File: config.mk
export PLATFORM = sky130hd
export DESIGN_NAME = eucd_in_reg
export DESIGN_NICKNAME = d
export VERILOG_FILES = /design/src/sv/eucd_in_reg.sv
export SDC_FILE = /design/constraint.sdc
export NUM_CORES = 1
export LEC_CHECK = 0
export BUFFER_PORTS_ARGS = -buffer_cell sky130_fd_sc_hd__buf_2
export CORE_UTILIZATION = 25
export CTS_BUF_LIST = sky130_fd_sc_hd__clkbuf_4 sky130_fd_sc_hd__clkbuf_8 sky130_fd_sc_hd__clkbuf_16
export CTS_CLUSTER_SIZE = 25
export DETAILED_ROUTE_END_ITERATION = 8
export PLACE_DENSITY = 0.52
export SLEW_MARGIN = 15
export SYNTH_ARGS = -nofsm -noshare
export SYNTH_HDL_FRONTEND = slang
export SYNTH_SLANG_ARGS = --single-unit
File: constraint.sdc
create_clock -name clk -period 1.1 [get_ports clk]
set_clock_uncertainty 0.05 [all_clocks]
set_input_delay 0.055 -clock clk [delete_from_list [all_inputs] [get_ports clk]]
set_output_delay 0.055 -clock clk [all_outputs]
set_load 0.01 [all_outputs]
File: src/sv/eucd_in_reg.sv
module eucd_in_reg (
  input  logic       clk,
  input  logic       rst,
  input  logic       in_valid,
  input  logic [7:0] in_byte,
  input  logic       in_last,
  input  logic       take,
  output logic       ready,
  output logic       valid,
  output logic [7:0] held_byte,
  output logic       held_last
);

  assign ready = !valid || take;

  always_ff @(posedge clk) begin
    if (rst) begin
      valid <= 1'b0;
    end else if (ready) begin
      valid <= in_valid;
    end
  end

  always_ff @(posedge clk) begin
    if (ready && in_valid) begin
      held_byte <= in_byte;
      held_last <= in_last;
    end
  end

endmodule

==> results of run 1 <==
## what timing repair did
action,CTS,global route
hold buffers,11,0
setup endpoints to repair,0,0
hold endpoints to repair,10,0
## layer usage
metal  track usage  wire length [um]  vias to the layer above
li1              -                 -                      127
met1         0.110               236                      115
met2         0.195               342                       12
met3        0.0349                48                        0
met4        0.0536                 0                        0
met5             0                 0                        -
## path summary, 6_finish.rpt
check	start	end	slack (ps)	cells after the start
setup / recovery	in_valid	held_byte[0]$_DFFE_PP_	120	3
hold / removal	take	valid$_SDFFE_PP0P_	40	3
setup reg to reg	valid$_SDFFE_PP0P_	held_byte[0]$_DFFE_PP_	140	2
hold reg to reg	valid$_SDFFE_PP0P_	valid$_SDFFE_PP0P_	450	2
## state kept, by name (all words and copies together), names as in the netlist
| name | count |
|---|---|
| valid | 1 |
| held_last | 1 |
| held_byte | 8 |
## per-stage QoR
stage | hold WS, ps | power, mW | std cells | area (um2) | utilization
after floorplan | 67.4 | 0.484 | 14 | 325 | -
after global placement | 165 | 0.525 | 51 | 458 | 0.396
after detailed placement | 166 | 0.529 | 51 | 458 | 0.396
after CTS | 29.6 | 0.836 | 66 | 598 | 0.517
after global routing | 25.0 | 0.868 | 66 | 598 | 0.517
final | 39.3 | 0.825 | 66 | 598 | 0.517
## critical path: cells and delay by family
kind / cells / cell delay, ps
buffers and inverters: 2 / 630
AND/OR/NAND/NOR: 1 / 200
## cell families after synthesis
family                 share of synthesized area
flip-flops                                 0.892
AND/OR/NAND/NOR                           0.0692
AO/OA/AOI/OAI                             0.0269
buffers and inverters                     0.0115
## power by group
part           leakage, nW  internal (mW)  switching, mW
logic                0.155         0.0624         0.0403
clock network       0.0184          0.164          0.112
registers           0.0954          0.440        0.00655
## area by class of cell
class,count,share of cell area
Inverter,1,0.00628
Timing Repair Buffer,34,0.377
Sequential cell,10,0.485
Multi-Input combinational cell,3,0.0523
Tap cell,14,0.0293
Clock buffer,4,0.0502
## synthesized netlist by cell type
| cell type | count | area share |
|---|---|---|
| edfxtp_1 | 9 | 0.83 |
| dfxtp_1 | 1 | 0.062 |
| a21oi_2 | 1 | 0.027 |
| inv_1 | 1 | 0.012 |
| nand2b_4 | 1 | 0.042 |
| and2_4 | 1 | 0.027 |
==> results.py, run 1 <==
metrics = {
    "critical_path": {
        "crit_arrival_ps": 880,
        "cp-start-kind": "input pin",
        "critPathKind": "in2reg",
        "crit_chain": "dlygate4sd3_1 -> buf_2 -> and2_4",
        "cpMaxStageDelayCell": "dlygate4sd3_1",
        "max_stage_delay_ps": 520,
        "critPathCaptureType": "register",
        "required_ps": 1010,
        "crit_path_max_fanout": 9,
    },
    "cells_and_area": {
        "diodes": 0,
        "nets": 66,
        "layout_common_cells": "23 x buf_2, 11 x dlygate4sd3_1, 9 x edfxtp_1",
        "syn2layout_area_growth_pct": 83.8,
        "multiInputGateArea_um2": 31.3,
        "seqCellArea_um2": 290,
        "layout_commonest_cell": "buf_2",
        "drive_gt1_frac": 0.577,
        "n_fill_cell": 95,
    },
    "yosys": {
        "yosys_warnings": 0,
        "synthDistinctLibCells": 6,
        "synth_nets": 27,
        "syn_area_um2": 325,
        "ys_ff_latch": 10,
        "yosysSeqAreaShare": 0.892,
        "syn-instance-count": 14,
        "syn_avg_cell_area_um2": 23.2,
    },
    "clocking": {
        "clockBufferDepth": 2,
        "clock_latency_ps": 250,
        "cts_max_level": 1,
        "cts_tree": "done",
        "ctsResizeCount": 0,
        "ctsRootBufferMaster": "clkbuf_4",
        "postCtsSetupRepairBufs": 0,
        "numCtsBuffers": 3,
        "path_clk_slew_ps": 60,
        "cts_sinks": 10,
    },
    "pwr": {
        "p_per_area_nw_per_um2": 1380,
        "p_leak_nw": 0.269,
        "ir_drop_v": 0.000651,
    },
    "global_route": {
        "grt_usage": 0.108,
        "grt_max_degree": 10,
        "antenna_found_initial": 0,
        "grt_pass1_wl_um": 1020,
        "grt_pass1_vias": 263,
        "gr-total-overflow": 0,
    },
    "sta": {
        "rsz0062_at_grt": "no",
        "period_minus_slack_ps": 978,
        "setup_viol": 0,
        "maxSlewHeadroom": 0.916,
        "fmax_ghz": 1.02,
        "finalHoldViolCount": 0,
        "setup_slack_ps": 122,
        "worstMarginPinSlew_ps": 127,
        "period_share": 0.889,
        "tns_ps": 0,
        "slew_viol_final": 0,
    },
    "place": {
        "portBuffers": 23,
        "place_ws_ps": 136,
        "place_congestion": 0.632,
    },
    "detailed_routing": {
        "wirelength_um": 627,
        "vias_per_cell": 3.85,
        "wl_per_cell_um": 9.50,
        "vias": 254,
        "drt_iter0_markers": 2,
        "remaining_drc_errors": 0,
        "drt_pass1_iterations": 4,
        "ant_nets": 0,
    },
    "floorplan": {
        "coreArea_um2": 1160,
        "io_pins": 24,
        "row_count": 12,
        "design.die.area_um2": 1450,
        "die_h_um": 38.1,
        "fp.dieW_um": 38.1,
        "initial_core_util": 0.281,
    },
    "outcome": {
        "outcome": "completed",
    },
    "hold_path": {
        "hp-class": "in2reg",
    },
    "run": {
        "maxCapViolCount": 0,
    },
}
Power figures use the tool's default switching activity.
==> run 2: changes to the inputs <==
clock period = 0.92 ns   (was 1.1 ns; I/O delays follow)
==> results.py, run 2 (same netlist as run 1, synthesis figures left out) <==
metrics = {
    "outcome": {
        "outcome": "finished with violations",
        "violations": "setup timing",
    },
    "critical_path": {
        "critPathMostFrequentCell": "buf_6",
        "cp-start-kind": "register",
        "path_delay_family": "flip-flops",
        "critPathKind": "reg2out",
        "required_ps": 820,
        "crit_path_max_fanout": 2,
        "max_stage_delay_ps": 340,
        "critPathCaptureType": "primary output",
        "crit_chain": "nand2b_4 -> buf_6 -> buf_6",
        "critPathBufInv": 2,
        "crit_arrival_ps": 870,
        "cpMaxStageDelayCell": "dfxtp_2",
    },
    "sta": {
        "setup_slack_ps": -42.0,
        "maxSlewHeadroom": 0.920,
        "slew_viol_final": 0,
        "hold_slack_ps": 178,
        "setup_viol": 10,
        "period_share": 1.05,
        "rsz0062_at_grt": "yes",
        "fmax_ghz": 1.04,
        "worstMarginPinSlew_ps": 120,
        "finalHoldViolCount": 0,
        "tns_ps": -170,
        "period_minus_slack_ps": 962,
    },
    "run": {
        "maxCapViolCount": 0,
    },
    "global_route": {
        "grt_usage": 0.0909,
        "gr-total-overflow": 0,
        "grt_max_degree": 10,
        "grt_pass1_vias": 235,
        "antenna_found_initial": 0,
        "grt_pass1_wl_um": 855,
    },
    "floorplan": {
        "row_count": 12,
        "design.die.area_um2": 1450,
        "fp.dieW_um": 38.1,
        "die_h_um": 38.1,
        "coreArea_um2": 1160,
        "io_pins": 24,
        "initial_core_util": 0.281,
    },
    "hold_path": {
        "hp-class": "in2reg",
    },
    "cells_and_area": {
        "diodes": 0,
        "largest_register_ffs": 8,
        "drive_gt1_frac": 0.593,
        "syn2layout_area_growth_pct": 90.8,
        "layout_common_cells": "22 x buf_2, 11 x dlygate4sd3_1, 9 x edfxtp_1",
        "n_fill_cell": 107,
        "regMostFlops": "held_byte",
        "nets": 68,
        "final_util": 0.537,
        "final_cell_area_um2": 621,
        "layout_commonest_cell": "buf_2",
        "largestRegisters": "held_byte (8), held_last (1), valid (1)",
    },
    "pwr": {
        "power.switching_mw": 0.178,
        "seqPwrFrac": 0.566,
        "p_per_area_nw_per_um2": 1520,
        "swShare": 0.189,
        "cellInternalPower_mw": 0.765,
        "power_mw": 0.943,
        "pwr-share-clk": 0.293,
        "ir_drop_v": 0.00104,
        "power_frac_comb": 0.141,
        "p_leak_nw": 0.280,
    },
    "detailed_routing": {
        "wirelength_um": 607,
        "drt_pass1_iterations": 2,
        "drt_iter0_markers": 2,
        "vias": 255,
        "vias_per_cell": 3.75,
        "wl_per_cell_um": 8.93,
        "ant_nets": 0,
        "remaining_drc_errors": 0,
    },
    "clocking": {
        "cts_max_level": 1,
        "ctsRootBufferMaster": "clkbuf_4",
        "cts_tree": "done",
        "path_clk_slew_ps": 60,
        "clockBufferDepth": 2,
        "cts_sinks": 10,
        "numCtsBuffers": 3,
        "clock_latency_ps": 250,
    },
    "place": {
        "portBuffers": 23,
        "place_congestion": 0.685,
        "place_area_um2": 467,
    },
}
[run 2: changes by cell type in the layout (fill, tap and decap cells not counted), sizes merged]
| cell | change |
|---|---|
| clkinv | +1 |
| clkbuf | -1 |
| buf | +2 |
[run 2: through the flow]
step	worst slack, ps	cells
floorplan	-40.4	14
global route	-82.8	68
finish	-42.0	68
detailed placement	-10.3	52
CTS	-60.4	68
global placement	5.09	52
[run 2: power groups by stage]
stage	Clock (mW)	Sequential [mW]	Combinational, mW
4_1_cts	0.301	0.534	0.135
5_1_grt	0.310	0.535	0.143
2_1_floorplan	0	0.560	0.0204
3_5_place_dp	0	0.544	0.0912
6_report	0.277	0.534	0.133
3_3_place_gp	0	0.543	0.0891
[run 2: worst register-to-register path, cell delays in order (launching register included)]
cell and delay (ps):
dfxtp_2 330, nand2b_4 70, and2_4 200
[run 2: area by class of cell]
type                       instances  area (um2)  share of cell area
clock inverter                     1        3.75             0.00605
clock buffer                       3        22.5              0.0363
timing repair buffer              36         250               0.403
tap                               14        17.5              0.0282
multi-input combinational          3        31.3              0.0504
inverter                           1        3.75             0.00605
sequential                        10         292               0.470
[run 2: worst paths after layout]
check | to | start | slack (ps) | depth (start not counted)
worst max-delay path | ready | valid$_SDFFE_PP0P_ | -40 | 3
worst min-delay path | held_byte[5]$_DFFE_PP_ | in_valid | 180 | 2
worst max register to register | held_byte[7]$_DFFE_PP_ | valid$_SDFFE_PP0P_ | -10 | 2
worst min register to register | valid$_SDFFE_PP0P_ | valid$_SDFFE_PP0P_ | 600 | 4
[run 2: per-layer routing]
layer / share of wire / routed length (um) / track usage
met1: 0.32 / 194 / 0.0875
met2: 0.60 / 367 / 0.174
met3: 0.074 / 45 / 0.0349
met4: 0 / 0 / 0.0268
met5: 0 / 0 / 0
[run 2: repair_timing]
action / CTS / global route
endpoints found under the hold margin: 10 / 0
gates resized for setup: 2 / 0
buffers inserted: 1 / 0
endpoints found under the setup margin: 10 / 10
gates cloned: 0 / 0
hold buffers: 11 / 0
==> run 3: changes to the inputs <==
BUFFER_PORTS_ARGS = unset   (was -buffer_cell sky130_fd_sc_hd__buf_2)
DONT_BUFFER_PORTS = 1   (was unset)
PLACE_DENSITY = 0.36   (was 0.52)
==> results.py, run 3 (same netlist as run 1, synthesis figures left out) <==
metrics = {
    "outcome": {
        "outcome": "completed",
    },
    "detailed_routing": {
        "ant_nets": 0,
        "drt_pass1_iterations": 2,
        "wl_per_cell_um": 12.8,
        "remaining_drc_errors": 0,
        "drt_iter0_markers": 1,
        "vias": 198,
        "vias_per_cell": 4.30,
        "wirelength_um": 591,
    },
    "sta": {
        "setup_viol": 0,
        "hold_slack_ps": 22.8,
        "finalHoldViolCount": 0,
        "period_share": 0.997,
        "fmax_ghz": 1.09,
        "period_minus_slack_ps": 917,
        "maxSlewHeadroom": 0.912,
        "worstMarginPinSlew_ps": 133,
        "rsz0062_at_grt": "yes",
        "slew_viol_final": 0,
    },
    "clocking": {
        "clock_latency_ps": 250,
        "cts_tree": "done",
        "ctsRootBufferMaster": "clkbuf_4",
        "clockBufferDepth": 2,
        "numCtsBuffers": 3,
        "path_clk_slew_ps": 70,
        "cts_max_level": 1,
        "cts_sinks": 10,
    },
    "global_route": {
        "grt_pass1_wl_um": 897,
        "grt_pass1_vias": 215,
        "gr-total-overflow": 0,
        "antenna_found_initial": 0,
        "grt_usage": 0.102,
        "grt_max_degree": 7,
    },
    "critical_path": {
        "critPathKind": "reg2reg",
        "r2r_cells": 2,
        "r2r_end": "held_byte[3]$_DFFE_PP_",
        "crit_arrival_ps": 840,
        "crit_start": "valid$_SDFFE_PP0P_",
        "rrSetupSlack_ps": 3,
        "crit_chain": "nand2b_4 -> and2_4",
        "cp-start-kind": "register",
        "max_stage_delay_ps": 330,
        "cpMaxStageDelayCell": "dfxtp_2",
        "r2r-start": "valid$_SDFFE_PP0P_",
        "required_ps": 840,
        "crit_path_max_fanout": 5,
        "critPathCaptureType": "register",
    },
    "hold_path": {
        "hp-class": "in2reg",
        "min_from": "in_valid",
        "holdPathEnd": "held_byte[1]$_DFFE_PP_",
        "hold_depth": 1,
    },
    "cells_and_area": {
        "largestRegisters": "held_byte (8), held_last (1), valid (1)",
        "regMostFlops": "held_byte",
        "layout_common_cells": "11 x dlygate4sd3_1, 9 x edfxtp_1, 4 x clkbuf_4",
        "drive_gt1_frac": 0.344,
        "n_fill_cell": 117,
        "diodes": 0,
        "largest_register_ffs": 8,
        "layout_commonest_cell": "dlygate4sd3_1",
        "nets": 46,
        "syn2layout_area_growth_pct": 56.2,
    },
    "run": {
        "maxCapViolCount": 0,
    },
    "pwr": {
        "power_mw": 0.960,
        "p_per_area_nw_per_um2": 1890,
        "p_leak_nw": 0.193,
        "ir_drop_v": 0.000839,
    },
    "floorplan": {
        "die_h_um": 38.1,
        "initial_core_util": 0.281,
        "io_pins": 24,
        "design.die.area_um2": 1450,
        "row_count": 12,
        "coreArea_um2": 1160,
        "fp.dieW_um": 38.1,
    },
    "place": {
        "place_congestion": 0.502,
        "portBuffers": 0,
    },
}
-- run 3: cell types whose count changed in the layout (fill, tap and decap cells not counted) --
cell      previous run  this run
buf_2               22         0
buf_6                2         0
and2_4               1         2
buf_4                1         2
clkbuf_4             3         4
clkinv_1             1         0
-- run 3: timing repair --
item / CTS / global route
setup buffers: 0 / 0
hold buffers: 11 / 0
cloned: 1 / 0
endpoints found under the hold margin: 14 / 0
resized for setup: 1 / 0
pin swaps: 1 / 0
setup endpoints to repair: 9 / 10
-- run 3: worst max-delay path: cells and delay by family (launching register included) --
family / cells / cell delay, ps
simple gates: 2 / 250
flops: 1 / 330
-- run 3: how the worst max path moves through the flow --
stage	to	slack (ps)
4_1_cts	ready	-4
2_1_floorplan	held_byte[0]$_DFFE_PP_	-40
5_1_grt	ready	-30
3_3_place_gp	held_byte[7]$_DFFE_PP_	-10
3_5_place_dp	held_byte[1]$_DFFE_PP_	-20
6_report	held_byte[3]$_DFFE_PP_	3
-- run 3: through the flow --
| step | area, um2 | instances | TNS (ps) | worst slack (ps) | utilization |
|---|---|---|---|---|---|
| after detailed placement | 359 | 30 | -134 | -15.1 | 0.311 |
| after global routing | 508 | 46 | -241 | -33.0 | 0.439 |
| after CTS | 508 | 46 | -17.8 | -3.85 | 0.439 |
| final | 508 | 46 | 0 | 2.96 | 0.439 |
| after global placement | 359 | 30 | -95.5 | -10.7 | 0.311 |
| after floorplan | 327 | 14 | -364 | -40.4 | - |
-- run 3: final cells by class --
cell class	instances	area [um2]	share of cell area
clock buffers	4	30.0	0.0591
well taps	14	17.5	0.0345
flip-flops and latches	10	292	0.574
repair buffers	13	125	0.246
inverters	1	3.75	0.00739
multi-input cells	4	40.0	0.0788
-- run 3: layer usage --
metal | part of all wire | vias up | GRT usage
met2 | 0.58 | 15 | 0.157
met1 | 0.35 | 94 | 0.109
met5 | 0 | - | 0
li1 | - | 89 | -
met3 | 0.068 | 0 | 0.0407
met4 | 0 | 0 | 0.0804
-- run 3: report_power, final --
part	total (mW)	internal [mW]	switching [mW]
Clock	0.334	0.196	0.138
Sequential	0.551	0.528	0.0224
Combinational	0.0754	0.0497	0.0257
Total	0.960	0.774	0.186
