### src/sv/eucd_pkg.sv
package eucd_pkg;

  // result kinds as seen on the cell channel
  typedef enum logic [1:0] {
    KIND_UNIT      = 2'd0,
    KIND_INVALID   = 2'd1,
    KIND_LEAD      = 2'd2,
    KIND_MALFORMED = 2'd3
  } kind_t;

  // decoder phase
  typedef enum logic [1:0] {
    PH_IDLE   = 2'd0,
    PH_WANT_U = 2'd1,
    PH_HEX    = 2'd2,
    PH_CONT   = 2'd3
  } phase_t;

  localparam logic [7:0] CHAR_DOT       = 8'h2E;
  localparam logic [7:0] CHAR_CARET     = 8'h5E;
  localparam logic [7:0] CHAR_BACKSLASH = 8'h5C;
  localparam logic [7:0] CHAR_U         = 8'h75;

  localparam logic [2:0] HEX_DIGITS     = 3'd4;
  localparam logic [2:0] CONT_TWO_BYTE  = 3'd1;
  localparam logic [2:0] CONT_THREE_BYTE = 3'd2;

  localparam logic [15:0] UNIT_ESC_INVALID = 16'hFFFF;
  localparam logic [15:0] MIN_TWO_BYTE     = 16'h0080;
  localparam logic [15:0] MIN_THREE_BYTE   = 16'h0800;
  localparam logic [15:0] SURROGATE_LO     = 16'hD800;
  localparam logic [15:0] SURROGATE_HI     = 16'hE000;

  // one decoded cell plus its valid flag
  typedef struct packed {
    logic        valid;
    kind_t       kind;
    logic [15:0] unit;
  } result_t;

  // bit 4 set means not a hex digit
  function automatic logic [4:0] hex_value(input logic [7:0] b);
    logic [4:0] d;
    d = 5'h10;
    if (b >= 8'h30 && b <= 8'h39) begin
      d = 5'(b - 8'h30);
    end else if (b >= 8'h41 && b <= 8'h46) begin
      d = 5'(b - 8'h37);
    end else if (b >= 8'h61 && b <= 8'h66) begin
      d = 5'(b - 8'h57);
    end
    return d;
  endfunction

endpackage

### src/sv/eucd_decode.sv
module eucd_decode import eucd_pkg::*; (
  input  logic       clk,
  input  logic       rst,
  input  logic       step,
  input  logic [7:0] in_byte,
  input  logic       last_byte,
  output result_t    res
);

  phase_t      phase, phase_next;
  logic [2:0]  remaining, remaining_next;
  logic        three_byte, three_byte_next;
  logic [15:0] acc, acc_next;

  logic [4:0]  digit;
  logic [15:0] hex_v;
  logic [15:0] cont_v;
  logic        fail;
  logic        bad_utf8;

  always_comb begin
    digit    = hex_value(in_byte);
    hex_v    = {acc[11:0], digit[3:0]};
    cont_v   = {acc[9:0], in_byte[5:0]};
    bad_utf8 = (!three_byte && cont_v < MIN_TWO_BYTE) ||
               (three_byte && cont_v < MIN_THREE_BYTE) ||
               (cont_v >= SURROGATE_LO && cont_v < SURROGATE_HI);

    phase_next      = phase;
    remaining_next  = remaining;
    three_byte_next = three_byte;
    acc_next        = acc;
    res             = '{valid: 1'b0, kind: KIND_UNIT, unit: 16'h0000};
    fail            = 1'b0;

    case (phase)
      PH_IDLE: begin
        if (in_byte == CHAR_DOT) begin
          res = '{valid: 1'b1, kind: KIND_INVALID, unit: 16'h0000};
        end else if (in_byte == CHAR_CARET) begin
          res = '{valid: 1'b1, kind: KIND_LEAD, unit: 16'h0000};
        end else if (in_byte == CHAR_BACKSLASH) begin
          if (last_byte) fail = 1'b1;
          else phase_next = PH_WANT_U;
        end else if (!in_byte[7]) begin
          res = '{valid: 1'b1, kind: KIND_UNIT, unit: {8'h00, in_byte}};
        end else if (in_byte[7:5] == 3'b110) begin
          if (last_byte) begin
            fail = 1'b1;
          end else begin
            phase_next      = PH_CONT;
            remaining_next  = CONT_TWO_BYTE;
            three_byte_next = 1'b0;
            acc_next        = {11'h000, in_byte[4:0]};
          end
        end else if (in_byte[7:4] == 4'b1110) begin
          if (last_byte) begin
            fail = 1'b1;
          end else begin
            phase_next      = PH_CONT;
            remaining_next  = CONT_THREE_BYTE;
            three_byte_next = 1'b1;
            acc_next        = {12'h000, in_byte[3:0]};
          end
        end else begin
          fail = 1'b1;
        end
      end
      PH_WANT_U: begin
        if (in_byte != CHAR_U || last_byte) begin
          fail = 1'b1;
        end else begin
          phase_next     = PH_HEX;
          remaining_next = HEX_DIGITS;
          acc_next       = 16'h0000;
        end
      end
      PH_HEX: begin
        if (digit[4]) begin
          fail = 1'b1;
        end else if (remaining <= 3'd1) begin
          phase_next      = PH_IDLE;
          remaining_next  = 3'd0;
          three_byte_next = 1'b0;
          acc_next        = 16'h0000;
          if (hex_v == UNIT_ESC_INVALID)
            res = '{valid: 1'b1, kind: KIND_INVALID, unit: 16'h0000};
          else
            res = '{valid: 1'b1, kind: KIND_UNIT, unit: hex_v};
        end else if (last_byte) begin
          fail = 1'b1;
        end else begin
          acc_next       = hex_v;
          remaining_next = remaining - 3'd1;
        end
      end
      PH_CONT: begin
        if (in_byte[7:6] != 2'b10) begin
          fail = 1'b1;
        end else if (remaining <= 3'd1) begin
          phase_next      = PH_IDLE;
          remaining_next  = 3'd0;
          three_byte_next = 1'b0;
          acc_next        = 16'h0000;
          if (bad_utf8)
            res = '{valid: 1'b1, kind: KIND_MALFORMED, unit: 16'h0000};
          else
            res = '{valid: 1'b1, kind: KIND_UNIT, unit: cont_v};
        end else if (last_byte) begin
          fail = 1'b1;
        end else begin
          acc_next       = cont_v;
          remaining_next = remaining - 3'd1;
        end
      end
      default: begin
        fail = 1'b1;
      end
    endcase

    // malformed input drops back to idle
    if (fail) begin
      phase_next      = PH_IDLE;
      remaining_next  = 3'd0;
      three_byte_next = 1'b0;
      acc_next        = 16'h0000;
      res             = '{valid: 1'b1, kind: KIND_MALFORMED, unit: 16'h0000};
    end
  end

  always_ff @(posedge clk) begin
    if (rst) begin
      phase      <= PH_IDLE;
      remaining  <= 3'd0;
      three_byte <= 1'b0;
      acc        <= 16'h0000;
    end else if (step) begin
      phase      <= phase_next;
      remaining  <= remaining_next;
      three_byte <= three_byte_next;
      acc        <= acc_next;
    end
  end

endmodule

### config.mk
export PLATFORM = sky130hd
export DESIGN_NAME = eucd_decode
export DESIGN_NICKNAME = d
export VERILOG_FILES = /design/src/sv/eucd_pkg.sv /design/src/sv/eucd_decode.sv
export SDC_FILE = /design/constraint.sdc
export NUM_CORES = 1
export LEC_CHECK = 0
export ABC_AREA = 1
export BUFFER_PORTS_ARGS = -buffer_cell sky130_fd_sc_hd__buf_2
export CAP_MARGIN = 20
export CORE_MARGIN = 8
export CORE_UTILIZATION = 30
export CTS_CLUSTER_DIAMETER = 60
export DETAILED_ROUTE_END_ITERATION = 10
export GPL_TIMING_DRIVEN = 0
export PLACE_DENSITY = 0.56
export SLEW_MARGIN = 25
export SYNTH_ARGS = -nofsm -noshare
export SYNTH_HDL_FRONTEND = slang
export SYNTH_SLANG_ARGS = --single-unit
### constraint.sdc
create_clock -name clk -period 4.3 [get_ports clk]
set_input_delay 0.86 -clock clk [delete_from_list [all_inputs] [get_ports clk]]
set_output_delay 0.86 -clock clk [all_outputs]
set_load 0.005 [all_outputs]
==> out/qor.csv, run 1 <==
metric;value;unit
rsz0062_at_grt;no;
synth_edf_count;0;
cts.sinks;18;
initialDrtViolationCount;167;
die_area;10600;µm²
final_nets;424;
seq_area_frac_synth;0.159;
whs;0.485;ns
finalCritPeriodShare;0.904;
peakVddDrop;0.141;mV
routedWlPerCell;14.2;µm
firstDrtPassIters;4;
rows;31;
hold_viol_final;0;
n_antenna_cell;0;
gp_congestion;0.897;
cts_tree;built;
synth_area_per_cell;6.14;µm²
fmax;257;MHz
combPwrFrac;0.660;
timing.rr.end;remaining[0]$_SDFFE_PP0P_;
overflow;0;
viasPerCell;5.09;
first_global_vias;2424;
path_class;in -> out;
p_total;1170;µW
cts_inserted_buffers;3;
endpoint_kind;primary output;
worst_pin_slew;0.554;ns
r2r-start;phase[1]$_SDFFE_PP0P_;
hpwl;5.70;mm
wirelength;7.13;mm
slew_viol_final;0;
gr-usage-met2;0.251;
synth_cell_type_count;40;
postCtsSetupBuffers;0;
fin_ws;0.414;ns
vias;2548;
synth_seq_cells;18;
insertion_delay;0.26;ns
finalSetupViolCount;0;
grt_util_all_layers;0.142;
crit_arrival;3.03;ns
placed_cells;497;
synthFlopType;dfxtp_1;
async_reset_ff_frac;0;
drc;0;
cts_buffer_depth;2;
reg2reg_slack;2.07;ns
synthCells;370;
grt_pass1_wl;12.0;mm
intPower;554;µW
die_w;103;µm
hp-class;reg -> reg;
holdPathStages;2;
finalSetupTns;0;ns
power_switching;621;µW
grt_start_max_net_pins;11;
ys_warn_count;0;
drive_gt1_frac;0.224;
pwr-share-clk;0.119;
reg2reg_depth;14;
leakage;0.00118;µW
io_buffers;28;
worst_setup_path_start_kind;input port;
instances_no_fill;501;
netlist_area;2270;µm²
antenna_found_initial;0;
clk_pin_slew_worst_paths;0.06;ns
cts_hold_buf;0;
status;finished clean;
use_met3;0.0257;
switching_share;0.529;
chipHeight;103;µm
final_common_cell;nand2_1;
hp-start;three_byte$_SDFFE_PP0P_;
coreArea;7290;µm²
final.fill_count;841;
drv_cap;0;
synth_nets;391;
pre_cts_ws;0.435;ns
finalCriticalPeriod;3.89;ns
final.setup_skew;0.00459;ns
required;3.44;ns
io_pins;31;
layout_common_cells;69 x nand2_1, 53 x nor2_1, 36 x inv_1;
p_per_area;453;nW/µm²
initial_utilization;0.312;
path_max_fanout;6;
relSlewSlack;0.627;
seqPwrFrac;0.221;
cts.htree.levels;1;
holdPathEnd;three_byte$_SDFFE_PP0P_;
busiest_layer;met2;
ant_nets;0;
syn_to_final_growth;14.0;%
cts_resized;0;
cts_root_buf;clkbuf_8;
grt_use_met1;0.175;
==> critical path, cell delays in order <==
cell and delay, ns:
buf_2 0.14, inv_1 0.20, ha_1 0.25, nand2_2 0.11, nor2_8 0.17, inv_2 0.08, nand3_2 0.06, nand3_2 0.07
nand2_2 0.12, inv_4 0.07, nor2_8 0.12, inv_2 0.09, nor2_4 0.11, nand3_2 0.10, nor2_1 0.15, a21oi_1 0.06
a21oi_1 0.14, buf_2 0.13
==> kinds of logic after synthesis <==
| logic type | Yosys count | share of synthesized area |
|---|---|---|
| adder cells (fa/ha/maj) | 9 | 0.0496 |
| XOR/XNOR | 4 | 0.0154 |
| buffers and inverters | 59 | 0.117 |
| flip-flops | 18 | 0.159 |
| AO/OA/AOI/OAI | 86 | 0.225 |
| AND/OR/NAND/NOR | 194 | 0.435 |
==> metrics by stage <==
step / utilization / instance area, µm²
after floorplan: - / 2270
after global placement: 0.348 / 2540
after detailed placement: 0.348 / 2540
after global routing: 0.355 / 2590
final: 0.355 / 2590
after CTS: 0.355 / 2590
==> sequential cells by signal (all words and copies together), names as in the netlist <==
signal and cells:
acc 12, remaining 3, three_byte 1, phase 2
==> routing by layer <==
| layer | vias up | share of wire |
|---|---|---|
| li1 | 1312 | - |
| met1 | 1170 | 0.45 |
| met2 | 61 | 0.47 |
| met5 | - | 0 |
| met3 | 5 | 0.066 |
| met4 | 0 | 0.0055 |
==> worst max-delay path by stage <==
| stage | from | cells past startpoint | slack, ns | endpoint |
|---|---|---|---|---|
| finish | in_byte[0] | 18 | 0.41 | res[6] |
| global route | in_byte[0] | 15 | 0.23 | res[7] |
| CTS | in_byte[0] | 18 | 0.42 | res[6] |
| detailed placement | in_byte[0] | 18 | 0.44 | res[6] |
| global placement | in_byte[0] | 18 | 0.43 | res[6] |
| floorplan | in_byte[0] | 13 | 0.96 | res[6] |
==> power by group through the flow <==
stage,registers (µW),clock network [µW],logic (µW)
global route,267,153,883
CTS,258,142,776
floorplan,247,0,583
detailed placement,262,0,773
finish,260,140,775
global placement,262,0,768
==> Yosys cell counts (all sizes together), types with 3 or more instances <==
master  instances  share of area
a21oi          30          0.071
o22ai           3         0.0083
nor2           64           0.14
inv            46          0.078
dfxtp          18           0.16
nand3          18          0.057
a22oi          14          0.046
o21ai          29          0.066
clkbuf          3         0.0050
nand2          85           0.16
xor2            3          0.012
o211ai          5          0.019
nand4          12          0.040
ha              9          0.050
a31oi           3         0.0083
buf            10          0.034
nor3           11          0.026
==> cell type report <==
cell class                 count  area [µm²]  share of cell area
buffer                        13        87.6              0.0338
clock buffer                   4        55.1              0.0212
inverter                      46         178              0.0686
multi-input combinational    293        1650               0.635
timing repair buffer          28         140              0.0541
sequential                    18         360               0.139
tap                           99         124              0.0478
Power figures use the tool's default switching activity.
==> run 2, diff against run 1 <==
- CORE_MARGIN: 8 -> default
- CORE_UTILIZATION: 30 -> 41
- PLACE_DENSITY: 0.56 -> 0.69
==> run 2 against run 1 <==
  * Routed wire length decreased by 9.1%
  * Global-route usage increased by 8.5 points
  * Final area decreased by 1.4%
  * First-iteration DRC count increased by 31%
  * Via count decreased by 0.59%
  * Combinational power decreased by 0.9%
  * Critical endpoint unchanged
  * Core utilization increased by 13 points
  * Non-clock buffer count unchanged
  * Register-to-register slack improved by 0.03 ns
  * Clock power about the same
  * Worst setup slack got worse by 0.024 ns
==> out/qor.csv, run 2 (synthesis results as in run 1) <==
metric;value;unit;change
cts.sinks;18;;unchanged
startpoint;in_byte[0];;
relSlewSlack;0.631;;+0.00384
finalSetupViolCount;0;;unchanged
grt_pass1_wl;10.9;mm;-9.1%
worst_setup_path_start_kind;input port;;
cpPeakStageDelay;0.25;ns;about the same
grt_util_all_layers;0.227;;+0.0850
gr-usage-met2;0.378;;+0.127
critPathBufInv;6;;unchanged
final_common_cell;nand2_1;;
p_total;1160;µW;-0.88%
regMostFlops;acc;;
insertion_delay;0.25;ns;about the same
io_pins;31;;unchanged
drive_gt1_frac;0.224;;unchanged
antenna_found_initial;0;;unchanged
switching_share;0.524;;-0.00418
critPathTopFamily;simple AND/OR/NAND/NOR gates;;
leakage;0.00118;µW;unchanged
gp_congestion;0.948;;+5.7%
cts_inserted_buffers;3;;unchanged
finalCritPeriodShare;0.909;;+0.00564
rsz0062_at_grt;no;;
r2r-start;phase[0]$_SDFFE_PP0P_;;
clk_pin_slew_worst_paths;0.06;ns;about the same
peakVddDrop;0.285;mV;+100%
crit_arrival;3.05;ns;+0.02 ns
seqPwrFrac;0.223;;+0.002
grt_use_met1;0.312;;+0.137
p_per_area;456;nW/µm²;+0.53%
drv_cap;0;;unchanged
drc;0;;unchanged
die_area;5840;µm²;-45%
status;finished clean;;
coreArea;5240;µm²;-28%
syn_to_final_growth;12.4;%;
multi_input_area;1650;µm²;unchanged
regArea;360;µm²;unchanged
firstDrtPassIters;4;;unchanged
path_class;in -> out;;
busiest_layer;met2;;
place_area;2500;µm²;-1.4%
endpoint_kind;primary output;;
worst_pin_slew;0.548;ns;-0.00570 ns
initial_utilization;0.434;;+0.122
cp_slowest_cell;ha_1;;
rows;26;;-16%
final.setup_skew;0.00447;ns;-0.000117 ns
hp-start;three_byte$_SDFFE_PP0P_;;
finalCriticalPeriod;3.91;ns;+0.0242 ns
final_nets;424;;unchanged
ant_nets;0;;unchanged
largest_reg_flops;12;;unchanged
hpwl;5.18;mm;-9.0%
n_antenna_cell;0;;unchanged
vias;2533;;-0.59%
use_met3;0.0287;;+0.00308
layout_common_cells;69 x nand2_1, 53 x nor2_1, 36 x inv_1;;
slew_viol_final;0;;unchanged
path_cells;buf_2 -> inv_1 -> ha_1 -> nand2_2 -> nor2_8 -> inv_2 -> nand3_2 -> nand3_2 -> nand2_2 -> inv_4 -> nor2_8 -> inv_2 -> nor2_4 -> nand3_2 -> nor2_1 -> a21oi_1 -> a21oi_1 -> buf_2;;
postCtsSetupBuffers;0;;unchanged
reg.largest.list;acc: 12 flops, remaining: 3 flops, phase: 2 flops;;
cts_tree;built;;
intPower;554;µW;about the same
cts.htree.levels;1;;unchanged
chipHeight;76.4;µm;-26%
power_switching;611;µW;-1.7%
path_max_fanout;6;;unchanged
required;3.44;ns;about the same
cts_resized;0;;unchanged
stdcell_area;2550;µm²;-1.4%
hp-class;reg -> reg;;
cts_buffer_depth;2;;unchanged
fmax;256;MHz;-0.62%
overflow;0;;unchanged
finalSetupTns;0;ns;unchanged
combPwrFrac;0.660;;about the same
worst_path_most_repeated_cell;nand3_2;;
hold_viol_final;0;;unchanged
die_w;76.4;µm;-26%
pwr-share-clk;0.118;;about the same
grt_start_max_net_pins;11;;unchanged
viasPerCell;5.37;;+5.5%
wirelength;6.48;mm;-9.1%
io_buffers;28;;unchanged
cts_hold_buf;0;;unchanged
initialDrtViolationCount;219;;+31%
cts_root_buf;clkbuf_8;;
first_global_vias;2340;;-3.5%
routedWlPerCell;13.7;µm;-3.6%
whs;0.481;ns;-0.00475 ns
final.fill_count;562;;-33%
run 2: cell counts in the layout (fill, tap and decap cells not counted):
No cell type changed its count.
run 2: path summary, 6_finish.rpt:
check / end / slack [ns] / cells past startpoint
hold / removal: three_byte$_SDFFE_PP0P_ / 0.48 / 2
setup / recovery: res[6] / 0.39 / 18
setup reg to reg: phase[1]$_SDFFE_PP0P_ / 2.10 / 17
hold reg to reg: three_byte$_SDFFE_PP0P_ / 0.48 / 2
run 2: final cells by class:
type | instances | area share
Clock buffer | 4 | 0.0215
Timing Repair Buffer | 28 | 0.0548
Multi-Input combinational cell | 293 | 0.644
Inverter | 46 | 0.0695
Sequential cell | 18 | 0.141
Buffer | 13 | 0.0343
Tap cell | 70 | 0.0343
run 2: power groups by stage:
stage	registers [µW]	clock network, µW	logic, µW
finish	259	137	768
global route	265	149	863
CTS	258	140	767
detailed placement	261	0	763
global placement	261	0	755
floorplan	247	0	583
run 2: metal layers:
metal  vias up  wire (µm)
met5         -          0
met4         0         88
met3        10        318
met2        66       2980
met1      1147       3090
li1       1310          -
run 2: worst register-to-register path, cell delays in order (launching register included):
cell and delay, ns:
dfxtp_1 0.36, inv_1 0.10, ha_1 0.27, nor2_1 0.15
inv_1 0.07, nand2_1 0.10, inv_1 0.09, a21oi_1 0.20
nand2_2 0.09, nand2_4 0.09, buf_6 0.15, nand2_1 0.06
nand2_1 0.06, nor2_1 0.04, nand2_1 0.11, nand2_1 0.06
nand2_1 0.05, nor2_1 0.04
run 2: through the flow:
stage / worst slack [ns] / instances / util
finish: 0.390 / 472 / 0.488
global route: 0.222 / 472 / 0.488
CTS: 0.423 / 472 / 0.488
detailed placement: 0.440 / 468 / 0.477
global placement: 0.469 / 468 / 0.477
floorplan: 0.963 / 370 / -
