**src/sv/eucd_pkg.sv**
```systemverilog
package eucd_pkg;

  // result kinds as seen on the cell channel
  typedef enum logic [1:0] {
    KIND_UNIT      = 2'd0,
    KIND_INVALID   = 2'd1,
    KIND_LEAD      = 2'd2,
    KIND_MALFORMED = 2'd3
  } kind_t;

  // decoder phase
  typedef enum logic [1:0] {
    PH_IDLE   = 2'd0,
    PH_WANT_U = 2'd1,
    PH_HEX    = 2'd2,
    PH_CONT   = 2'd3
  } phase_t;

  localparam logic [7:0] CHAR_DOT       = 8'h2E;
  localparam logic [7:0] CHAR_CARET     = 8'h5E;
  localparam logic [7:0] CHAR_BACKSLASH = 8'h5C;
  localparam logic [7:0] CHAR_U         = 8'h75;

  localparam logic [2:0] HEX_DIGITS     = 3'd4;
  localparam logic [2:0] CONT_TWO_BYTE  = 3'd1;
  localparam logic [2:0] CONT_THREE_BYTE = 3'd2;

  localparam logic [15:0] UNIT_ESC_INVALID = 16'hFFFF;
  localparam logic [15:0] MIN_TWO_BYTE     = 16'h0080;
  localparam logic [15:0] MIN_THREE_BYTE   = 16'h0800;
  localparam logic [15:0] SURROGATE_LO     = 16'hD800;
  localparam logic [15:0] SURROGATE_HI     = 16'hE000;

  // one decoded cell plus its valid flag
  typedef struct packed {
    logic        valid;
    kind_t       kind;
    logic [15:0] unit;
  } result_t;

  // bit 4 set means not a hex digit
  function automatic logic [4:0] hex_value(input logic [7:0] b);
    logic [4:0] d;
    d = 5'h10;
    if (b >= 8'h30 && b <= 8'h39) begin
      d = 5'(b - 8'h30);
    end else if (b >= 8'h41 && b <= 8'h46) begin
      d = 5'(b - 8'h37);
    end else if (b >= 8'h61 && b <= 8'h66) begin
      d = 5'(b - 8'h57);
    end
    return d;
  endfunction

endpackage

```
**src/sv/eucd_out_reg.sv**
```systemverilog
module eucd_out_reg import eucd_pkg::*; (
  input  logic        clk,
  input  logic        rst,
  input  logic        load,
  input  result_t     res,
  input  logic        out_ready,
  output logic        free,
  output logic        valid,
  output kind_t       kind,
  output logic [15:0] unit
);

  assign free = !valid || out_ready;

  always_ff @(posedge clk) begin
    if (rst) begin
      valid <= 1'b0;
    end else if (free) begin
      valid <= load;
    end
  end

  always_ff @(posedge clk) begin
    if (free && load) begin
      kind <= res.kind;
      unit <= res.unit;
    end
  end

endmodule

```
**config.mk**
```make
export PLATFORM = sky130hd
export DESIGN_NAME = eucd_out_reg
export DESIGN_NICKNAME = d
export VERILOG_FILES = /design/src/sv/eucd_pkg.sv /design/src/sv/eucd_out_reg.sv
export SDC_FILE = /design/constraint.sdc
export NUM_CORES = 1
export LEC_CHECK = 0
export BUFFER_PORTS_ARGS = -buffer_cell sky130_fd_sc_hd__buf_2
export CAP_MARGIN = 20
export CORE_MARGIN = 10
export CORE_UTILIZATION = 37
export DETAILED_ROUTE_END_ITERATION = 7
export HOLD_SLACK_MARGIN = 0.02
export PLACE_DENSITY = 0.74
export REMOVE_ABC_BUFFERS = 1
export SYNTH_ARGS = -nofsm -noshare
export SYNTH_HDL_FRONTEND = slang
export SYNTH_SLANG_ARGS = --single-unit
export TNS_END_PERCENT = 10
```
**constraint.sdc**
```tcl
create_clock -name clk -period 1.3 [get_ports clk]
set_input_delay 0.065 -clock clk [delete_from_list [all_inputs] [get_ports clk]]
set_output_delay 0.065 -clock clk [all_outputs]
set_load 0.02 [all_outputs]
```
==> results of run 1 <==
## cells by family (layout without fill, tap and decap cells)
kind of cell	count (synthesis)	in the layout	synth area share [%]
compound gates	1	1	1.47
simple gates	2	2	3.78
buf+inv	1	66	0.630
flops	19	19	94.1
## flip-flops by register name, summed over array words and instances, names as in the netlist
signal / cells
unit: 16
kind: 2
valid: 1
## what timing repair did
item,4_1_cts,5_1_grt
hold buffers,20,0
setup endpoints to repair,0,0
hold endpoints to repair,19,0
## cell type report
type	count	share of cell area [%]
clock inverter	1	0.477
clock buffer	3	2.15
sequential	19	53.5
timing repair buffer	61	38.7
tap	16	1.91
multi-input combinational	3	2.98
inverter	1	0.358
## through the flow
stage / util, % / worst slack (ps) / cells / instance area (um2)
after CTS: 69.6 / 134 / 104 / 1050
after detailed placement: 54.5 / 284 / 80 / 821
after global routing: 69.6 / 55.8 / 104 / 1050
after global placement: 54.5 / 304 / 80 / 821
after floorplan: - / 201 / 23 / 596
final: 69.6 / 130 / 104 / 1050
## power groups by stage
stage	sequential (mW)	clock [mW]	combinational, mW
after CTS	0.720	0.298	0.184
final	0.720	0.279	0.184
after global placement	0.732	0	0.135
after detailed placement	0.733	0	0.137
after floorplan	0.781	0	0.0206
after global routing	0.724	0.324	0.199
## worst max-delay path: stages (launching register included)
cell and delay [ps]:
dfxtp_1 380, nand2b_4 70, a21oi_2 120, dlygate4sd3_1 550
## worst paths after layout
kind,from,endpoint,depth (start not counted)
max reg2reg,valid,valid,3
max,valid,valid,3
min reg2reg,valid,unit[10],2
min,load,unit[10],2
## per-layer routing
layer / GRT usage [%] / share of wire, %
met1: 9.79 / 38
met3: 8.05 / 18
met2: 14.7 / 43
met5: 0 / 0
met4: 3.85 / 0.85
## synth_stat cells
master / n
a21oi_2: 1
dfxtp_1: 1
edfxtp_1: 18
and2_4: 1
nand2b_4: 1
inv_1: 1
==> run_results.csv, run 1 <==
group,metric,value,unit
status,outcome,"complete, no violations",
drt,routedWlPerCell,15.8,um
synth,ys.warnings.count,0,
power_and_ir_drop,power_leakage,0.465,nW
critical_path,end_kind,"flop",
global_routing,overflow,0,
global_routing,grt_max_degree,19,
timing,hold-worst-slack,270,ps
critical_path,worstPathArrival,1410,ps
power_and_ir_drop,power,1.18,mW
power_and_ir_drop,p_comb_share,15.5,%
timing,rsz0062_at_grt,"false",
power_and_ir_drop,pwr-share-clk,23.6,%
floorplanning,fp.dieW,60.1,um
timing,fin_crit,1170,ps
floorplanning,start_util,39.5,%
power_and_ir_drop,internal-power,0.916,mW
synth,yosysSeqAreaShare,94.1,%
global_routing,grtUsageTotal,9.81,%
power_and_ir_drop,seq_power_share,60.9,%
clock_tree,cts.sinks,19,
layout,nets,112,
synth,synth_top_area_share,90.8,%
synth,synth_area,596,um2
power_and_ir_drop,ir_worst_vdd,0.587,mV
drt,first_iter_violations,2,
clock_tree,clk_latency,290,ps
floorplanning,die_h,60.1,um
timing,hold_viol_final,0,
place,gp_congestion,0.613,
clock_tree,path_clk_slew,100,ps
power_and_ir_drop,switching_share,22.6,%
timing,final.setup_skew,3.89,ps
clock_tree,post_cts_resized,0,
synth,syn_area_per_cell,25.9,um2
drt,first_pass_iters,4,
global_routing,grt_pass1_wl,2.67,mm
power_and_ir_drop,p_switching,0.267,mW
clock_tree,cts_tree,"done",
floorplanning,rows,14,
critical_path,r2r_slack,130,ps
timing,slew_viol_final,0,
critical_path,startpoint_type,"flop",
clock_tree,cts_made_buffers,3,
floorplanning,pin_count,43,
clock_tree,cts_setup_buffers,0,
clock_tree,clock_path_buffers,2,
synth,yosysUniqueCellTypes,6,
timing,max_freq,854,MHz
place,port_buffers,41,
global_routing,grt_pass1_vias,519,
layout,regArea,561,um2
layout,drive_gt1_share,54.5,%
global_routing,antenna_found_initial,0,
drt,ant_nets,0,
timing,setup_tns,0,ps
timing,max_slew_margin,84.9,%
layout,multiInputGateArea,31.3,um2
layout,antenna_cells,0,
layout,mostFrequentLayoutCells,"buf_2 (41), dlygate4sd3_1 (20), edfxtp_1 (18)",
layout,layout_commonest_cell,"buf_2",
critical_path,cp.required,1540,ps
drt,via_count,455,
floorplanning,dieArea,0.00361,mm2
drt,routed_via_density,4.38,
floorplanning,core-area,0.00151,mm2
min_path,worstHoldPathType,"input pin to flop",
critical_path,crit_type,"flop to flop",
timing,tightest_slew,226,ps
synth,synth_cells,23,
layout,fill_cells,107,
clock_tree,cts_htree_levels,1,
drt,drc_errors,0,
layout,syn2layout_area_growth,76.1,%
clock_tree,cts_root_buf,"clkbuf_4",
timing,setup_viol,0,
timing,fin_crit_sh,90.0,%
run,drv_cap,0,
power_and_ir_drop,p_per_area,1130,mW/mm2
drt,drt-total-wl,1.64,mm
synth,yosysTopAreaCell,"edfxtp_1",
critical_path,crit_fanout,3,
synth,synth_seq_cells,19,
synth,synth_top_cells_by_area,"edfxtp_1 (91%), dfxtp_1 (3.4%), nand2b_4 (2.3%), a21oi_2 (1.5%), and2_4 (1.5%)",
Note: power is estimated with default switching activity, not from simulation.
==> run 2, diff against run 1 <==
CORE_UTILIZATION = 30   (was 37)
PLACE_DENSITY = unset   (was 0.74)
==> run 2 against run 1 <==
Count of clock-buffer cells in the layout increased by 1. Die area up 15%. Sequential power hardly changed. Critical endpoint unchanged. First-iteration DRC count increased to 5.0 times the previous value. Largest power group unchanged. Fmax about the same. Cell area rose by 1.2%. Via count decreased by 4.4%. Total power grew 0.27%. Utilization down 14 points. Flip-flop and latch count unchanged. Wire length fell by 8.4%. Combinational power barely moved.
==> run_results.csv, run 2 (synthesis gave the netlist of run 1 again) <==
group,metric,value,unit
clock_tree,cts_htree_levels,1,
drt,via_count,435,
critical_path,r2r_slack,130,ps
min_path,worstHoldPathType,"input pin to flop",
timing,tightest_slew,231,ps
critical_path,endpoint,"valid",
global_routing,grt_max_degree,19,
layout,final_cell_count_no_fill,115,
clock_tree,cts_made_buffers,3,
layout,top_regs,"unit: 16 flops, kind: 2 flops, valid: 1 flops",
power_and_ir_drop,p_switching,0.266,mW
run,drv_cap,0,
power_and_ir_drop,internal-power,0.921,mW
floorplanning,rows,16,
global_routing,grtUsageTotal,7.14,%
critical_path,crit_type,"flop to flop",
critical_path,crit_path_start,"valid",
layout,regMostFlops,"unit",
critical_path,timing.rr.end,"valid",
layout,largest_register_ffs,16,
clock_tree,cts_setup_buffers,0,
layout,nets,112,
layout,mostFrequentLayoutCells,"buf_2 (41), dlygate4sd3_1 (20), edfxtp_1 (18)",
floorplanning,die_h,64.6,um
power_and_ir_drop,p_comb_share,15.2,%
floorplanning,fp.dieW,64.6,um
power_and_ir_drop,p_per_area,1120,mW/mm2
critical_path,critPathMaxStageDelay,550,ps
critical_path,reg2reg_depth,3,
critical_path,startpoint_type,"flop",
timing,slew_viol_final,0,
critical_path,end_kind,"flop",
floorplanning,pin_count,43,
timing,hold_viol_final,0,
place,port_buffers,41,
drt,drc_errors,0,
timing,fin_crit_sh,90.1,%
global_routing,antenna_found_initial,0,
power_and_ir_drop,switching_share,22.4,%
critical_path,r2r_start,"valid",
global_routing,grt_pass1_vias,524,
timing,max_freq,854,MHz
critical_path,cp.required,1540,ps
critical_path,worstPathArrival,1410,ps
drt,first_pass_iters,3,
power_and_ir_drop,ir_worst_vdd,0.700,mV
timing,fin_crit,1170,ps
drt,ant_nets,0,
clock_tree,path_clk_slew,100,ps
status,outcome,"complete, no violations",
timing,final.setup_skew,5.13,ps
clock_tree,cts.sinks,19,
clock_tree,cts_tree,"done",
timing,max_slew_margin,84.6,%
power_and_ir_drop,power_leakage,0.462,nW
place,placed_cell_area,835,um2
timing,setup_tns,0,ps
timing,setup_ws,129,ps
critical_path,crit_chain,"nand2b_4, a21oi_2, dlygate4sd3_1",
layout,antenna_cells,0,
global_routing,overflow,0,
global_routing,grt_pass1_wl,2.33,mm
timing,rsz0062_at_grt,"false",
clock_tree,clock_path_buffers,2,
power_and_ir_drop,pwr-share-clk,24.1,%
layout,layout_commonest_cell,"buf_2",
layout,drive_gt1_share,53.4,%
drt,drt-total-wl,1.50,mm
place,pre_cts_slack,280,ps
drt,first_iter_violations,10,
layout,syn2layout_area_growth,78.2,%
place,dp.cells,91,
critical_path,critPathSlowestCell,"dlygate4sd3_1",
floorplanning,dieArea,0.00417,mm2
place,gp_congestion,0.593,
power_and_ir_drop,seq_power_share,60.7,%
drt,routed_via_density,3.78,
timing,setup_viol,0,
floorplanning,start_util,31.0,%
drt,routedWlPerCell,13.0,um
clock_tree,clk_latency,290,ps
layout,final_area,0.00106,mm2
clock_tree,cts_root_buf,"clkbuf_4",
floorplanning,core-area,0.00192,mm2
critical_path,crit_fanout,3,
-- run 2: cell count changes in the layout (fill, tap and decap cells not counted), sizes merged --
cell and delta:
clkbuf +1, clkinv -1
-- run 2: what timing repair did --
| action | 4_1_cts | 5_1_grt |
|---|---|---|
| hold endpoints to repair | 19 | 0 |
| hold buffers | 20 | 0 |
| resized for setup | 0 | 0 |
-- run 2: power by group through the flow --
| stage | logic, mW | registers [mW] | clock network (mW) |
|---|---|---|---|
| 6_report | 0.181 | 0.720 | 0.286 |
| 3_5_place_dp | 0.137 | 0.734 | 0 |
| 2_1_floorplan | 0.0206 | 0.781 | 0 |
| 5_1_grt | 0.196 | 0.724 | 0.328 |
| 3_3_place_gp | 0.136 | 0.732 | 0 |
| 4_1_cts | 0.184 | 0.720 | 0.299 |
-- run 2: layout make-up --
type,count,area [um2]
Sequential cell,19,561
Timing Repair Buffer,61,405
Inverter,1,3.75
Clock buffer,4,26.3
Fill cell,177,861
Multi-Input combinational cell,3,31.3
Tap cell,27,33.8
-- run 2: worst min-delay path by stage --
stage	from	endpoint	cells after the start
after floorplan	rst	valid	1
after global placement	rst	valid	2
after detailed placement	rst	valid	2
after CTS	load	unit[1]	2
after global routing	load	unit[0]	2
final	load	unit[1]	2
-- run 2: metrics by stage --
| stage | power [mW] | utilization, % | hold slack [ps] |
|---|---|---|---|
| finish | 1.19 | 55.2 | 274 |
| global route | 1.25 | 55.2 | 261 |
| CTS | 1.20 | 55.2 | 268 |
| detailed placement | 0.871 | 43.4 | 230 |
| global placement | 0.868 | 43.4 | 225 |
| floorplan | 0.802 | - | 127 |
-- run 2: routing by layer --
layer	up-vias	global-route usage (%)	share of wire, %
li1	217	-	-
met1	194	7.04	39
met2	24	11.7	50
met3	0	4.47	11
met4	0	3.21	0
met5	-	0	0
-- run 2: critical path, delay by kind of cell, from the launching register on --
kind | cells | cell delay (ps)
buffers and inverters | 1 | 550
DFF | 1 | 380
AOI/OAI and AO/OA | 1 | 120
and+or+nand+nor | 1 | 70
==> run 3, diff against run 2 <==
CORE_MARGIN = unset   (was 10)
PLACE_DENSITY = 0.72   (was unset)
==> run 3 against run 2 <==
Largest power group unchanged. Sequential power about the same. Via count rose by 5.3%. Total power is 0.69% lower. Cell area shrank 0.12%. Critical path type unchanged. Highest routed layer is now met4. Register-to-register slack about the same. Critical path depth is the same. Global-route usage up 6.3 points.
==> run_results.csv, run 3 (synthesis gave the netlist of run 1 again) <==
group,metric,value,unit
status,outcome,"complete, no violations",
floorplanning,pin_count,43,
global_routing,grt_pass1_vias,445,
drt,first_iter_violations,7,
global_routing,grt_pass1_wl,1.84,mm
critical_path,startpoint_type,"flop",
floorplanning,dieArea,0.00217,mm2
global_routing,grt_use_met3,3.92,%
clock_tree,cts_made_buffers,3,
critical_path,crit_type,"flop to flop",
drt,drc_errors,0,
layout,syn2layout_area_growth,77.9,%
critical_path,worstPathArrival,1400,ps
clock_tree,cts_htree_levels,1,
layout,layout_commonest_cell,"buf_2",
critical_path,crit_path_start,"valid",
timing,max_slew_margin,84.9,%
timing,fin_crit_sh,89.9,%
critical_path,end_kind,"flop",
power_and_ir_drop,p_per_area,1110,mW/mm2
timing,fin_crit,1170,ps
critical_path,crit_fanout,3,
layout,antenna_cells,0,
global_routing,grtUsageTotal,13.4,%
timing,tightest_slew,226,ps
min_path,hold_path_startpoint,"load",
timing,final.setup_skew,3.32,ps
global_routing,use_met2,21.9,%
timing,rsz0062_at_grt,"false",
drt,routedWlPerCell,11.8,um
floorplanning,rows,15,
timing,max_freq,855,MHz
timing,setup_viol,0,
drt,routed_via_density,4.05,
clock_tree,post_cts_resized,0,
clock_tree,clock_path_buffers,2,
power_and_ir_drop,power_leakage,0.465,nW
layout,largest_register_ffs,16,
critical_path,cp.required,1530,ps
floorplanning,die_h,46.6,um
global_routing,grt_max_degree,19,
critical_path,r2r_start,"valid",
layout,nets,112,
place,port_buffers,41,
run,drv_cap,0,
min_path,worstHoldPathType,"input pin to flop",
clock_tree,postCtsHoldBufs,20,
drt,first_pass_iters,3,
clock_tree,cts.sinks,19,
layout,regMostFlops,"unit",
timing,hold-worst-slack,273,ps
layout,top_regs,"unit: 16 flops, kind: 2 flops, valid: 1 flops",
global_routing,antenna_found_initial,0,
drt,via_count,458,
drt,drt-total-wl,1.33,mm
floorplanning,core-area,0.00180,mm2
floorplanning,start_util,33.1,%
global_routing,overflow,0,
clock_tree,cts_tree,"done",
place,gp_congestion,0.593,
power_and_ir_drop,ir_worst_vdd,0.644,mV
clock_tree,cts_setup_buffers,0,
layout,drive_gt1_share,54.5,%
global_routing,gr-max-usage-layer,"met2",
timing,hold_viol_final,0,
global_routing,grt_util_met1,14.2,%
layout,mostFrequentLayoutCells,"buf_2 (41), dlygate4sd3_1 (20), edfxtp_1 (18)",
floorplanning,fp.dieW,46.6,um
clock_tree,clk_latency,280,ps
clock_tree,path_clk_slew,100,ps
clock_tree,cts_root_buf,"clkbuf_4",
timing,slew_viol_final,0,
drt,ant_nets,0,
timing,setup_tns,0,ps
-- run 3: final timing paths --
check / endpoint / slack (ps) / cells past startpoint
worst max-delay path: valid / 130 / 3
worst min-delay path: kind[1] / 270 / 2
worst max register to register: valid / 130 / 3
worst min register to register: kind[1] / 880 / 2
-- run 3: area by class of cell --
| cell class | instances | area [um2] |
|---|---|---|
| clock buffer | 3 | 22.5 |
| multi-input combinational | 3 | 31.3 |
| sequential | 19 | 561 |
| fill | 153 | 742 |
| timing repair buffer | 61 | 405 |
| clock inverter | 1 | 5.00 |
| inverter | 1 | 3.75 |
| tap | 25 | 31.3 |
-- run 3: power breakdown --
| group | switching (mW) | total (mW) | leakage [nW] | internal [mW] |
|---|---|---|---|---|
| Sequential | 0.0106 | 0.722 | 0.182 | 0.711 |
| Clock | 0.161 | 0.275 | 0.0177 | 0.114 |
| Combinational | 0.0901 | 0.181 | 0.265 | 0.0909 |
| Total | 0.262 | 1.18 | 0.465 | 0.916 |
-- run 3: routing by layer --
layer / share of wire, % / vias up / wire length (um)
met4: 2.6 / 0 / 35
met3: 5.3 / 4 / 71
met1: 40 / 214 / 535
met2: 52 / 23 / 690
met5: 0 / - / 0
li1: - / 217 / -
-- run 3: worst max-delay path: stages, from the launching register on --
cell and delay (ps):
dfxtp_1 390, nand2b_4 70, a21oi_2 120, dlygate4sd3_1 540
-- run 3: stage by stage --
step,cell area (um2),total power [mW],setup WS [ps],utilization [%],cells
2_1_floorplan,596,0.802,201,-,23
3_3_place_gp,832,0.865,310,46.2,89
3_5_place_dp,832,0.868,294,46.2,89
4_1_cts,1060,1.19,136,58.8,113
5_1_grt,1060,1.24,77.3,58.8,113
6_report,1060,1.18,131,58.8,113
